**src/hw/rtl/cdf_pkg.sv**
```systemverilog
`timescale 1ns / 1ps
// ----------------------------------------------------------------------------
// cdf_pkg: shared definitions for the chunk stream deframer
// Phase encoding, byte role, chunk kind and status codes, register indexes,
// reset values of the configuration registers and the bundles between modules.
// ----------------------------------------------------------------------------
package cdf_pkg;

    // Default width of the body length and the running LEB128 value.
    localparam int LEN_BITS_DEF = 32;

    // Magic, checksum and type bytes before the length field.
    localparam int HDR_BYTES = 9;

    // Reset values of the configuration registers.
    localparam logic [31:0] MAGIC_RST   = 32'd2238663299;
    localparam logic [7:0]  DOC_RST     = 8'd0;
    localparam logic [7:0]  CHANGE_RST  = 8'd1;
    localparam logic [7:0]  DEFLATE_RST = 8'd2;

    // Parser phase.
    typedef enum logic [2:0] {
        PH_MAGIC  = 3'd0,
        PH_CHECK  = 3'd1,
        PH_TYPE   = 3'd2,
        PH_LEN    = 3'd3,
        PH_BODY   = 3'd4,
        PH_IGNORE = 3'd5
    } t_phase;

    // Configuration register indexes.
    typedef enum logic [1:0] {
        CFG_MAGIC   = 2'd0,
        CFG_DOC     = 2'd1,
        CFG_CHANGE  = 2'd2,
        CFG_DEFLATE = 2'd3
    } t_cfg_idx;

    // Role of a byte within its chunk.
    localparam logic [2:0] ROLE_MAGIC  = 3'd0;
    localparam logic [2:0] ROLE_CHECK  = 3'd1;
    localparam logic [2:0] ROLE_TYPE   = 3'd2;
    localparam logic [2:0] ROLE_LEN    = 3'd3;
    localparam logic [2:0] ROLE_BODY   = 3'd4;
    localparam logic [2:0] ROLE_IGNORE = 3'd5;

    // Kind of the chunk.
    localparam logic [1:0] KIND_DOC     = 2'd0;
    localparam logic [1:0] KIND_CHANGE  = 2'd1;
    localparam logic [1:0] KIND_DEFLATE = 2'd2;
    localparam logic [1:0] KIND_NONE    = 2'd3;

    // Status reported on the byte that stops parsing.
    localparam logic [2:0] ST_OK       = 3'd0;
    localparam logic [2:0] ST_NO_MAGIC = 3'd1;
    localparam logic [2:0] ST_SHORT    = 3'd2;
    localparam logic [2:0] ST_OVERFLOW = 3'd3;
    localparam logic [2:0] ST_BAD_TYPE = 3'd4;
    localparam logic [2:0] ST_TRUNC    = 3'd5;

    // Configuration register contents.
    typedef struct packed {
        logic [31:0] magic_word;
        logic [7:0]  doc_type_code;
        logic [7:0]  change_type_code;
        logic [7:0]  deflate_type_code;
    } t_cfg;

    // One result item.
    typedef struct packed {
        logic [7:0] out_byte;
        logic [2:0] byte_role;
        logic [1:0] chunk_kind;
        logic       chunk_last;
        logic [2:0] status;
    } t_result;

    // Byte of the magic word expected at a position, first byte in the top bits.
    function automatic logic [7:0] magic_byte(input logic [31:0] word, input logic [1:0] pos);
        logic [7:0] sel;
        unique case (pos)
            2'd0:    sel = word[31:24];
            2'd1:    sel = word[23:16];
            2'd2:    sel = word[15:8];
            default: sel = word[7:0];
        endcase
        return sel;
    endfunction

endpackage

```
**src/hw/rtl/cdf_cfg_regs.sv**
```systemverilog
`timescale 1ns / 1ps
// ----------------------------------------------------------------------------
// cdf_cfg_regs: configuration register file
// Holds the magic word and the three type codes; one write per transaction.
// ----------------------------------------------------------------------------
module cdf_cfg_regs (
    input  logic            i_clk,
    input  logic            i_rst_n,
    input  logic            i_cfg_valid,
    input  logic [1:0]      i_cfg_index,
    input  logic [31:0]     i_cfg_data,
    output cdf_pkg::t_cfg   o_cfg
);

    cdf_pkg::t_cfg r_cfg;

    // Register writes; every index names a register.
    always_ff @(posedge i_clk) begin
        if (!i_rst_n) begin
            r_cfg.magic_word        <= cdf_pkg::MAGIC_RST;
            r_cfg.doc_type_code     <= cdf_pkg::DOC_RST;
            r_cfg.change_type_code  <= cdf_pkg::CHANGE_RST;
            r_cfg.deflate_type_code <= cdf_pkg::DEFLATE_RST;
        end else if (i_cfg_valid) begin
            unique case (i_cfg_index)
                cdf_pkg::CFG_MAGIC:   r_cfg.magic_word        <= i_cfg_data;
                cdf_pkg::CFG_DOC:     r_cfg.doc_type_code     <= i_cfg_data[7:0];
                cdf_pkg::CFG_CHANGE:  r_cfg.change_type_code  <= i_cfg_data[7:0];
                default:              r_cfg.deflate_type_code <= i_cfg_data[7:0];
            endcase
        end
    end

    assign o_cfg = r_cfg;

endmodule

```
**src/hw/rtl/cdf_parser.sv**
```systemverilog
`timescale 1ns / 1ps
// ----------------------------------------------------------------------------
// cdf_parser: chunk header and length parser
// Holds the parse state and works out the tags of one byte per step.
// ----------------------------------------------------------------------------
module cdf_parser #(
    parameter int LEN_BITS = cdf_pkg::LEN_BITS_DEF
) (
    input  logic              i_clk,
    input  logic              i_rst_n,
    input  logic              i_step,
    input  logic [7:0]        i_byte,
    input  logic              i_end,
    input  cdf_pkg::t_cfg     i_cfg,
    output cdf_pkg::t_result  o_res
);

    localparam int SHW = $clog2(LEN_BITS + 7);
    localparam int CNW = $clog2(LEN_BITS / 7 + 2);
    localparam int WW  = LEN_BITS + 7;
    localparam logic [LEN_BITS-1:0] LIMIT = '1;

    cdf_pkg::t_phase       r_phase, n_phase;
    logic [3:0]            r_hdr, n_hdr;
    logic [LEN_BITS-1:0]   r_accum, n_accum;
    logic [SHW-1:0]        r_shift, n_shift;
    logic [CNW-1:0]        r_cnt, n_cnt;
    logic [LEN_BITS-1:0]   r_body, n_body;
    logic [1:0]            r_kind, n_kind;

    logic [1:0]            magic_pos;
    logic [1:0]            type_kind;
    logic [WW-1:0]         group_shifted;
    logic                  group_ovf;
    logic [LEN_BITS-1:0]   merged;
    logic [LEN_BITS-1:0]   len_max;
    logic [LEN_BITS-1:0]   body_dec;
    cdf_pkg::t_result      res;

    // Datapath pieces shared by the phases.
    always_comb begin
        magic_pos     = r_hdr[1:0];
        group_shifted = WW'(i_byte[6:0]) << r_shift;
        group_ovf     = (r_shift >= SHW'(LEN_BITS)) ||
                        (group_shifted[WW-1:LEN_BITS] != '0);
        merged        = r_accum | group_shifted[LEN_BITS-1:0];
        // Largest body length that keeps the whole chunk size representable.
        len_max       = LIMIT - (LEN_BITS'(cdf_pkg::HDR_BYTES + 1) + LEN_BITS'(r_cnt));
        body_dec      = (r_body != '0) ? (r_body - LEN_BITS'(1)) : '0;
        // Type code match, document first.
        priority if (i_byte == i_cfg.doc_type_code)     type_kind = cdf_pkg::KIND_DOC;
        else if     (i_byte == i_cfg.change_type_code)  type_kind = cdf_pkg::KIND_CHANGE;
        else if     (i_byte == i_cfg.deflate_type_code) type_kind = cdf_pkg::KIND_DEFLATE;
        else                                            type_kind = cdf_pkg::KIND_NONE;
    end

    // Next parse state and the tags of the current byte.
    always_comb begin
        n_phase = r_phase;
        n_hdr   = r_hdr;
        n_accum = r_accum;
        n_shift = r_shift;
        n_cnt   = r_cnt;
        n_body  = r_body;
        n_kind  = r_kind;
        res.out_byte   = i_byte;
        res.byte_role  = cdf_pkg::ROLE_IGNORE;
        res.chunk_kind = cdf_pkg::KIND_NONE;
        res.chunk_last = 1'b0;
        res.status     = cdf_pkg::ST_OK;

        unique case (r_phase)
            cdf_pkg::PH_MAGIC: begin
                if (i_byte != cdf_pkg::magic_byte(i_cfg.magic_word, magic_pos)) begin
                    res.status = cdf_pkg::ST_NO_MAGIC;
                    n_phase    = cdf_pkg::PH_IGNORE;
                end else begin
                    res.byte_role = cdf_pkg::ROLE_MAGIC;
                    if (i_end) begin
                        res.status = (magic_pos == 2'd3) ? cdf_pkg::ST_SHORT
                                                         : cdf_pkg::ST_NO_MAGIC;
                    end
                    n_hdr = {2'b00, magic_pos} + 4'd1;
                    if (magic_pos == 2'd3) begin
                        n_phase = cdf_pkg::PH_CHECK;
                    end
                end
            end
            cdf_pkg::PH_CHECK: begin
                res.byte_role = cdf_pkg::ROLE_CHECK;
                if (i_end) begin
                    res.status = cdf_pkg::ST_SHORT;
                end
                n_hdr = r_hdr + 4'd1;
                if (n_hdr >= 4'd8) begin
                    n_phase = cdf_pkg::PH_TYPE;
                end
            end
            cdf_pkg::PH_TYPE: begin
                res.byte_role  = cdf_pkg::ROLE_TYPE;
                res.chunk_kind = type_kind;
                n_kind         = type_kind;
                if (i_end) begin
                    res.status = cdf_pkg::ST_SHORT;
                end else if (type_kind == cdf_pkg::KIND_NONE) begin
                    res.status = cdf_pkg::ST_BAD_TYPE;
                    n_phase    = cdf_pkg::PH_IGNORE;
                end else begin
                    n_phase = cdf_pkg::PH_LEN;
                    n_accum = '0;
                    n_shift = '0;
                    n_cnt   = '0;
                end
            end
            cdf_pkg::PH_LEN: begin
                res.byte_role  = cdf_pkg::ROLE_LEN;
                res.chunk_kind = r_kind;
                if (group_ovf) begin
                    res.status = cdf_pkg::ST_OVERFLOW;
                    n_phase    = cdf_pkg::PH_IGNORE;
                end else begin
                    n_accum = merged;
                    if (i_byte[7]) begin
                        // Continuation group: more length bytes follow.
                        n_shift = r_shift + SHW'(7);
                        n_cnt   = r_cnt + CNW'(1);
                        if (i_end) begin
                            res.status = cdf_pkg::ST_SHORT;
                        end
                    end else if (merged > len_max) begin
                        res.status = cdf_pkg::ST_OVERFLOW;
                        n_phase    = cdf_pkg::PH_IGNORE;
                    end else if (merged == '0) begin
                        // Empty body: this length byte closes the chunk.
                        res.chunk_last = 1'b1;
                        n_phase        = cdf_pkg::PH_MAGIC;
                        n_hdr          = 4'd0;
                        n_kind         = cdf_pkg::KIND_NONE;
                    end else if (i_end) begin
                        res.status = cdf_pkg::ST_TRUNC;
                    end else begin
                        n_body  = merged;
                        n_phase = cdf_pkg::PH_BODY;
                    end
                end
            end
            cdf_pkg::PH_BODY: begin
                res.byte_role  = cdf_pkg::ROLE_BODY;
                res.chunk_kind = r_kind;
                n_body         = body_dec;
                if (body_dec == '0) begin
                    res.chunk_last = 1'b1;
                    n_phase        = cdf_pkg::PH_MAGIC;
                    n_hdr          = 4'd0;
                    n_kind         = cdf_pkg::KIND_NONE;
                end else if (i_end) begin
                    res.status = cdf_pkg::ST_TRUNC;
                end
            end
            cdf_pkg::PH_IGNORE: begin
                n_phase = cdf_pkg::PH_IGNORE;
            end
            default: begin
                n_phase = cdf_pkg::PH_IGNORE;
            end
        endcase

        // The last byte of a stream returns the parser to its start.
        if (i_end) begin
            n_phase = cdf_pkg::PH_MAGIC;
            n_hdr   = 4'd0;
            n_accum = '0;
            n_shift = '0;
            n_cnt   = '0;
            n_body  = '0;
            n_kind  = cdf_pkg::KIND_NONE;
        end
    end

    // Parse state register, advanced once per byte.
    always_ff @(posedge i_clk) begin
        if (!i_rst_n) begin
            r_phase <= cdf_pkg::PH_MAGIC;
            r_hdr   <= 4'd0;
            r_accum <= '0;
            r_shift <= '0;
            r_cnt   <= '0;
            r_body  <= '0;
            r_kind  <= cdf_pkg::KIND_NONE;
        end else if (i_step) begin
            r_phase <= n_phase;
            r_hdr   <= n_hdr;
            r_accum <= n_accum;
            r_shift <= n_shift;
            r_cnt   <= n_cnt;
            r_body  <= n_body;
            r_kind  <= n_kind;
        end
    end

    assign o_res = res;

endmodule

```
**src/hw/rtl/chunk_stream_deframer.sv**
```systemverilog
`timescale 1ns / 1ps
// ----------------------------------------------------------------------------
// chunk_stream_deframer: byte stream chunk deframer
// Splits a byte stream into magic, checksum, type, LEB128 length and body
// and tags every byte with its role, its chunk kind and a stop status.
//
// Input channel: one stream byte with its end-of-stream flag per transaction.
// Output channel: exactly one tagged byte per input byte, in order.
// Configuration channel: one register write per transaction (magic word and
// the three type codes); it is always ready. The user must use it only while
// idle; the block itself does not enforce this. An accepted byte is held in
// the input register, then moves into the result register and is offered
// from there. Throughput is one byte per clock while the receiver takes every
// result, as cdf_parser advances its parse state once per byte.
// Reset loads the default magic word and type codes and puts the parser at
// the start of a chunk. When the receiver stalls, the result register holds,
// the input register takes one more byte, and then input ready drops until
// the result is taken.
// ----------------------------------------------------------------------------
module chunk_stream_deframer #(
    parameter int LEN_BITS = cdf_pkg::LEN_BITS_DEF
) (
    input  logic        i_clk,
    input  logic        i_rst_n,
    // Input byte stream.
    input  logic        i_in_valid,
    output logic        o_in_ready,
    input  logic [7:0]  i_in_byte,
    input  logic        i_stream_end,
    // Tagged output stream.
    output logic        o_out_valid,
    input  logic        i_out_ready,
    output logic [7:0]  o_out_byte,
    output logic [2:0]  o_byte_role,
    output logic [1:0]  o_chunk_kind,
    output logic        o_chunk_last,
    output logic [2:0]  o_status,
    // Configuration writes.
    input  logic        i_cfg_valid,
    output logic        o_cfg_ready,
    input  logic [1:0]  i_cfg_index,
    input  logic [31:0] i_cfg_data
);

    logic               r_in_valid;
    logic [7:0]         r_in_byte;
    logic               r_in_end;
    logic               r_out_valid;
    cdf_pkg::t_result   r_out;
    logic               advance;
    cdf_pkg::t_cfg      cfg;
    cdf_pkg::t_result   res;

    assign o_cfg_ready = 1'b1;

    cdf_cfg_regs u_cfg (
        .i_clk       (i_clk),
        .i_rst_n     (i_rst_n),
        .i_cfg_valid (i_cfg_valid),
        .i_cfg_index (i_cfg_index),
        .i_cfg_data  (i_cfg_data),
        .o_cfg       (cfg)
    );

    // A byte moves from the input register into the result register.
    assign advance    = r_in_valid && (!r_out_valid || i_out_ready);
    assign o_in_ready = !r_in_valid || advance;

    cdf_parser #(
        .LEN_BITS (LEN_BITS)
    ) u_parser (
        .i_clk   (i_clk),
        .i_rst_n (i_rst_n),
        .i_step  (advance),
        .i_byte  (r_in_byte),
        .i_end   (r_in_end),
        .i_cfg   (cfg),
        .o_res   (res)
    );

    // Input register.
    always_ff @(posedge i_clk) begin
        if (!i_rst_n) begin
            r_in_valid <= 1'b0;
        end else if (o_in_ready) begin
            r_in_valid <= i_in_valid;
        end
    end

    always_ff @(posedge i_clk) begin
        if (i_in_valid && o_in_ready) begin
            r_in_byte <= i_in_byte;
            r_in_end  <= i_stream_end;
        end
    end

    // Result register.
    always_ff @(posedge i_clk) begin
        if (!i_rst_n) begin
            r_out_valid <= 1'b0;
        end else if (advance) begin
            r_out_valid <= 1'b1;
        end else if (i_out_ready) begin
            r_out_valid <= 1'b0;
        end
    end

    always_ff @(posedge i_clk) begin
        if (advance) begin
            r_out <= res;
        end
    end

    assign o_out_valid  = r_out_valid;
    assign o_out_byte   = r_out.out_byte;
    assign o_byte_role  = r_out.byte_role;
    assign o_chunk_kind = r_out.chunk_kind;
    assign o_chunk_last = r_out.chunk_last;
    assign o_status     = r_out.status;

    // A waiting input byte is never dropped while the output is stalled.
    a_in_held : assert property (@(posedge i_clk) disable iff (!i_rst_n)
        (r_in_valid && !advance) |=> r_in_valid)
        else $error("input byte lost while stalled");

    // Only a length or body byte can close a chunk.
    a_last_role : assert property (@(posedge i_clk) disable iff (!i_rst_n)
        (o_out_valid && o_chunk_last) |->
        (o_byte_role == cdf_pkg::ROLE_LEN || o_byte_role == cdf_pkg::ROLE_BODY))
        else $error("chunk end on a header byte");

    // An unknown type is flagged on the type byte, with no kind.
    a_bad_type : assert property (@(posedge i_clk) disable iff (!i_rst_n)
        (o_out_valid && o_status == cdf_pkg::ST_BAD_TYPE) |->
        (o_byte_role == cdf_pkg::ROLE_TYPE && o_chunk_kind == cdf_pkg::KIND_NONE))
        else $error("bad type status on a wrong byte");

    // Magic, checksum and ignored bytes carry no chunk kind.
    a_kind_none : assert property (@(posedge i_clk) disable iff (!i_rst_n)
        (o_out_valid && (o_byte_role == cdf_pkg::ROLE_MAGIC ||
                         o_byte_role == cdf_pkg::ROLE_CHECK ||
                         o_byte_role == cdf_pkg::ROLE_IGNORE)) |->
        (o_chunk_kind == cdf_pkg::KIND_NONE))
        else $error("chunk kind set on a header or ignored byte");

endmodule
```
**config.mk**
```make
export PLATFORM = sky130hd
export DESIGN_NAME = chunk_stream_deframer
export DESIGN_NICKNAME = d
export VERILOG_FILES = /design/src/hw/rtl/cdf_pkg.sv /design/src/hw/rtl/cdf_cfg_regs.sv /design/src/hw/rtl/cdf_parser.sv /design/src/hw/rtl/chunk_stream_deframer.sv
export SDC_FILE = /design/constraint.sdc
export NUM_CORES = 1
export LEC_CHECK = 0
export BUFFER_PORTS_ARGS = -buffer_cell sky130_fd_sc_hd__buf_2
export CORE_MARGIN = 5
export CORE_UTILIZATION = 50
export CTS_CLUSTER_DIAMETER = 150
export DETAILED_ROUTE_END_ITERATION = 8
export PLACE_DENSITY_LB_ADDON = 0.15
export SLEW_MARGIN = 20
export SYNTH_ARGS = -nofsm -noshare
export SYNTH_HDL_FRONTEND = slang
export SYNTH_SLANG_ARGS = --single-unit
```
**constraint.sdc**
```tcl
create_clock -name i_clk -period 9 [get_ports i_clk]
set_clock_uncertainty 0.15 [all_clocks]
set_input_delay 0.45 -clock i_clk [delete_from_list [all_inputs] [get_ports i_clk]]
set_output_delay 0.45 -clock i_clk [all_outputs]
set_load 0.05 [all_outputs]
```
==> out/metrics.cfg <==
[die]
fp.dieW_microns=149.5
core_sq_mm=0.01933
die_h_microns=149.5
io_pins=68
initial_core_util_pct=50.33
die_area_sq_mm=0.02235
rows=51

[logic_synthesis]
muxShareOfSynthArea_pct=4.680
ys_warn_count=0
synth_top_area_cell=dfxtp_1
netlist_area_sq_mm=0.009731
synth.most_common_cell=nand2_1
seq_area_frac_synth_pct=36.83
synthesis.nets=1280
synthDistinctLibCells=93
synth_adder_area_share_pct=1.672
synthArstFlopShare_pct=0
synthSimpleGateAreaFrac_pct=26.32
synthCells=1219
synth_common_cells=nand2_1 (166), dfxtp_1 (140), nor2_1 (121)
synthFlopType=dfxtp_1
avgSynthCellArea_sq_um=7.982
ys_ff_latch=166
synth_edf_count=26
netlist.area_leader.share_pct=28.80
synth_top_family_by_area=simple AND/OR/NAND/NOR gates
synth_compound_area_share_pct=20.64
yosys-top-cells-area=dfxtp_1 (29%), edfxtp_1 (8.0%), nand2_1 (6.4%)
synth_xor_area_share_pct=4.488

[timing]
hold_viol_final=0
slew_viol_final=0
grt_setup_unrepaired=false
timing.fmax_mhz=209.2
max_slew_margin_pct=38.37
fin_setup_tns_ns=0
min_period_over_period_pct=53.12
tightest_slew_ns=0.9244
setup_viol=0
hold_ws_ns=0.03263
period_minus_slack_ns=4.781

[grt]
grt_pass1_vias=8583
grt_overflow=0
grt_max_degree=67
antenna_found_initial=0
track_usage_pct=27.21
grt_first_pass_wirelength_microns=47840

[routing]
drc_errors=0
drtIter0Drc=850
ant_nets=0
firstDrtPassIters=7
wl_per_cell_microns=19.88
drt-total-wl_microns=29980
viasPerCell=6.084
vias=9174

[cts]
post_cts_buffers=0
root_buffer=clkbuf_16
cts_hold_buf=0
cts_buffer_depth=2
htreeDepth=4
cts_sinks=166
cts_tree=yes
cts_resized=0
clk_latency_ns=0.44
cts_buffers=17
path_clk_slew_ns=0.07

[worst_setup_path]
path_cells=inv_2 -> a21boi_0 -> nor3_1 -> or2_2 -> ha_1 -> and3_1 -> nand3_1 -> nand4_1 -> or4_1 -> nor4b_4 -> o21a_4 -> mux2i_1 -> nor2_1
slowest_delay_ns=0.87
crit_path_end_kind=flip-flop
endpoint=u_parser.r_body[10]$_SDFFE_PN0P_
arrival_ns=4.93
critPathMaxFanout=61
cp_slowest_cell=dfxtp_1
crit_buf_inv=1
reg2reg_slack_ns=4.22
reg2reg_to=u_parser.r_body[10]$_SDFFE_PN0P_
required_ns=9.15
path_class=reg2reg
r2r_start=u_parser.r_shift[0]$_SDFFE_PN0P_
path_depth=13
startpoint=u_parser.r_shift[0]$_SDFFE_PN0P_
worstSetupStartpointType=flip-flop
crit_family=simple AND/OR/NAND/NOR gates
r2r_cells=13

[power]
vdd_drop_max_v=0.00009433
power_density_mw_per_mm2=170.3
total_power_w=0.001819
p_leak_nw=3.916

[placement]
post-dp-hpwl_microns=21470
place_congestion=1.013
dp_cells=1476
portBuffers=66

[cells_and_area]
synthToLayoutAreaGrowth_pct=9.747
fin_cells=1508
final_nets=1291
seq_area_sq_mm=0.003583
nFillCells=1862
antenna_cells=0
multi_input_area_sq_mm=0.005638
drive_gt1_share_pct=12.23

[run]
cap_violations=0

[hold_path]
min_path_type=in2reg

[status]
status=finished, final reports clean

## cell families (layout without fill, tap and decap cells)
family	after synthesis	after routing
mux	42	42
xor+xnor	49	49
compound gates	311	311
fa+ha+maj	13	13
buf+inv	118	142
flops	166	166
simple gates	519	519
other cells	1	1
## per-layer routing
metal	global-route usage [%]	vias to the layer above	wire length (microns)
met4	9.474	0	835
li1	-	4423	-
met2	42.58	370	13720
met3	6.208	69	2330
met1	37.15	4312	13100
met5	0	-	0
## worst min path at each step
stage / from / endpoint / slack [ns] / cells after the start
6_report: i_in_byte[4] / r_in_byte[4]$_DFFE_PP_ / 0.03 / 1
5_1_grt: i_in_byte[6] / r_in_byte[6]$_DFFE_PP_ / 0.03 / 1
4_1_cts: i_in_byte[4] / r_in_byte[4]$_DFFE_PP_ / 0.03 / 1
3_5_place_dp: u_cfg.o_cfg[54]$_SDFFE_PN0P_ / u_cfg.o_cfg[54]$_SDFFE_PN0P_ / 0.30 / 2
3_3_place_gp: u_cfg.o_cfg[49]$_SDFFE_PN0P_ / u_cfg.o_cfg[49]$_SDFFE_PN0P_ / 0.29 / 2
2_1_floorplan: r_in_byte[4]$_DFFE_PP_ / o_out_byte[4]$_DFFE_PP_ / 0.27 / 0
## through the flow
step / instance area, sq um / setup slack, ns / util (%)
CTS: 10680 / 4.262 / 55.23
global route: 10680 / 3.856 / 55.23
global placement: 10090 / 4.389 / 52.20
detailed placement: 10090 / 4.262 / 52.20
finish: 10680 / 4.219 / 55.23
floorplan: 9731 / 5.171 / -
## layout by cell type (no fill, tap or decap), types with 8 or more instances in the layout
cell and n:
nand2b_1 20, o211ai_1 10, xnor2_1 42, nand4_1 19, nor4_1 18, nor2b_1 15
or4_1 10, buf_2 66, o31a_1 8, o21ai_1 16, buf_4 12, and2_1 9
clkbuf_16 17, nand3_1 54, o22ai_1 14, ha_1 13, a21oi_1 120, nand2_1 166
dfxtp_1 140, a222oi_1 9, inv_1 29, or3_1 13, mux2i_1 32, nor3_1 32
nor2_1 121, edfxtp_1 26, o21ai_0 49
## where the power goes
group	internal [W]	switching, W
clock network	0.000394	0.000346
registers	0.000775	0.0000274
logic	0.000102	0.000174
## cell type report
type / count / area share, %
Multi-Input combinational cell: 935 / 52.79
Sequential cell: 166 / 33.56
Clock buffer: 17 / 3.984
Timing Repair Buffer: 78 / 3.937
Tap cell: 265 / 3.105
Clock inverter: 15 / 1.500
Inverter: 32 / 1.125
## state kept, by name, indices dropped and copies added (netlist names)
register          count
o_chunk_kind          2
u_cfg.o_cfg          56
o_out_valid           1
u_parser.r_kind       2
o_status              3
u_parser.r_shift      6
o_byte_role           3
r_in_end              1
u_parser.r_cnt        3
r_in_valid            1
u_parser.r_accum     32
o_chunk_last          1
u_parser.r_hdr        4
r_in_byte             8
u_parser.r_phase      3
o_out_byte            8
u_parser.r_body      32
No activity file was read; power rests on OpenSTA's default activity.
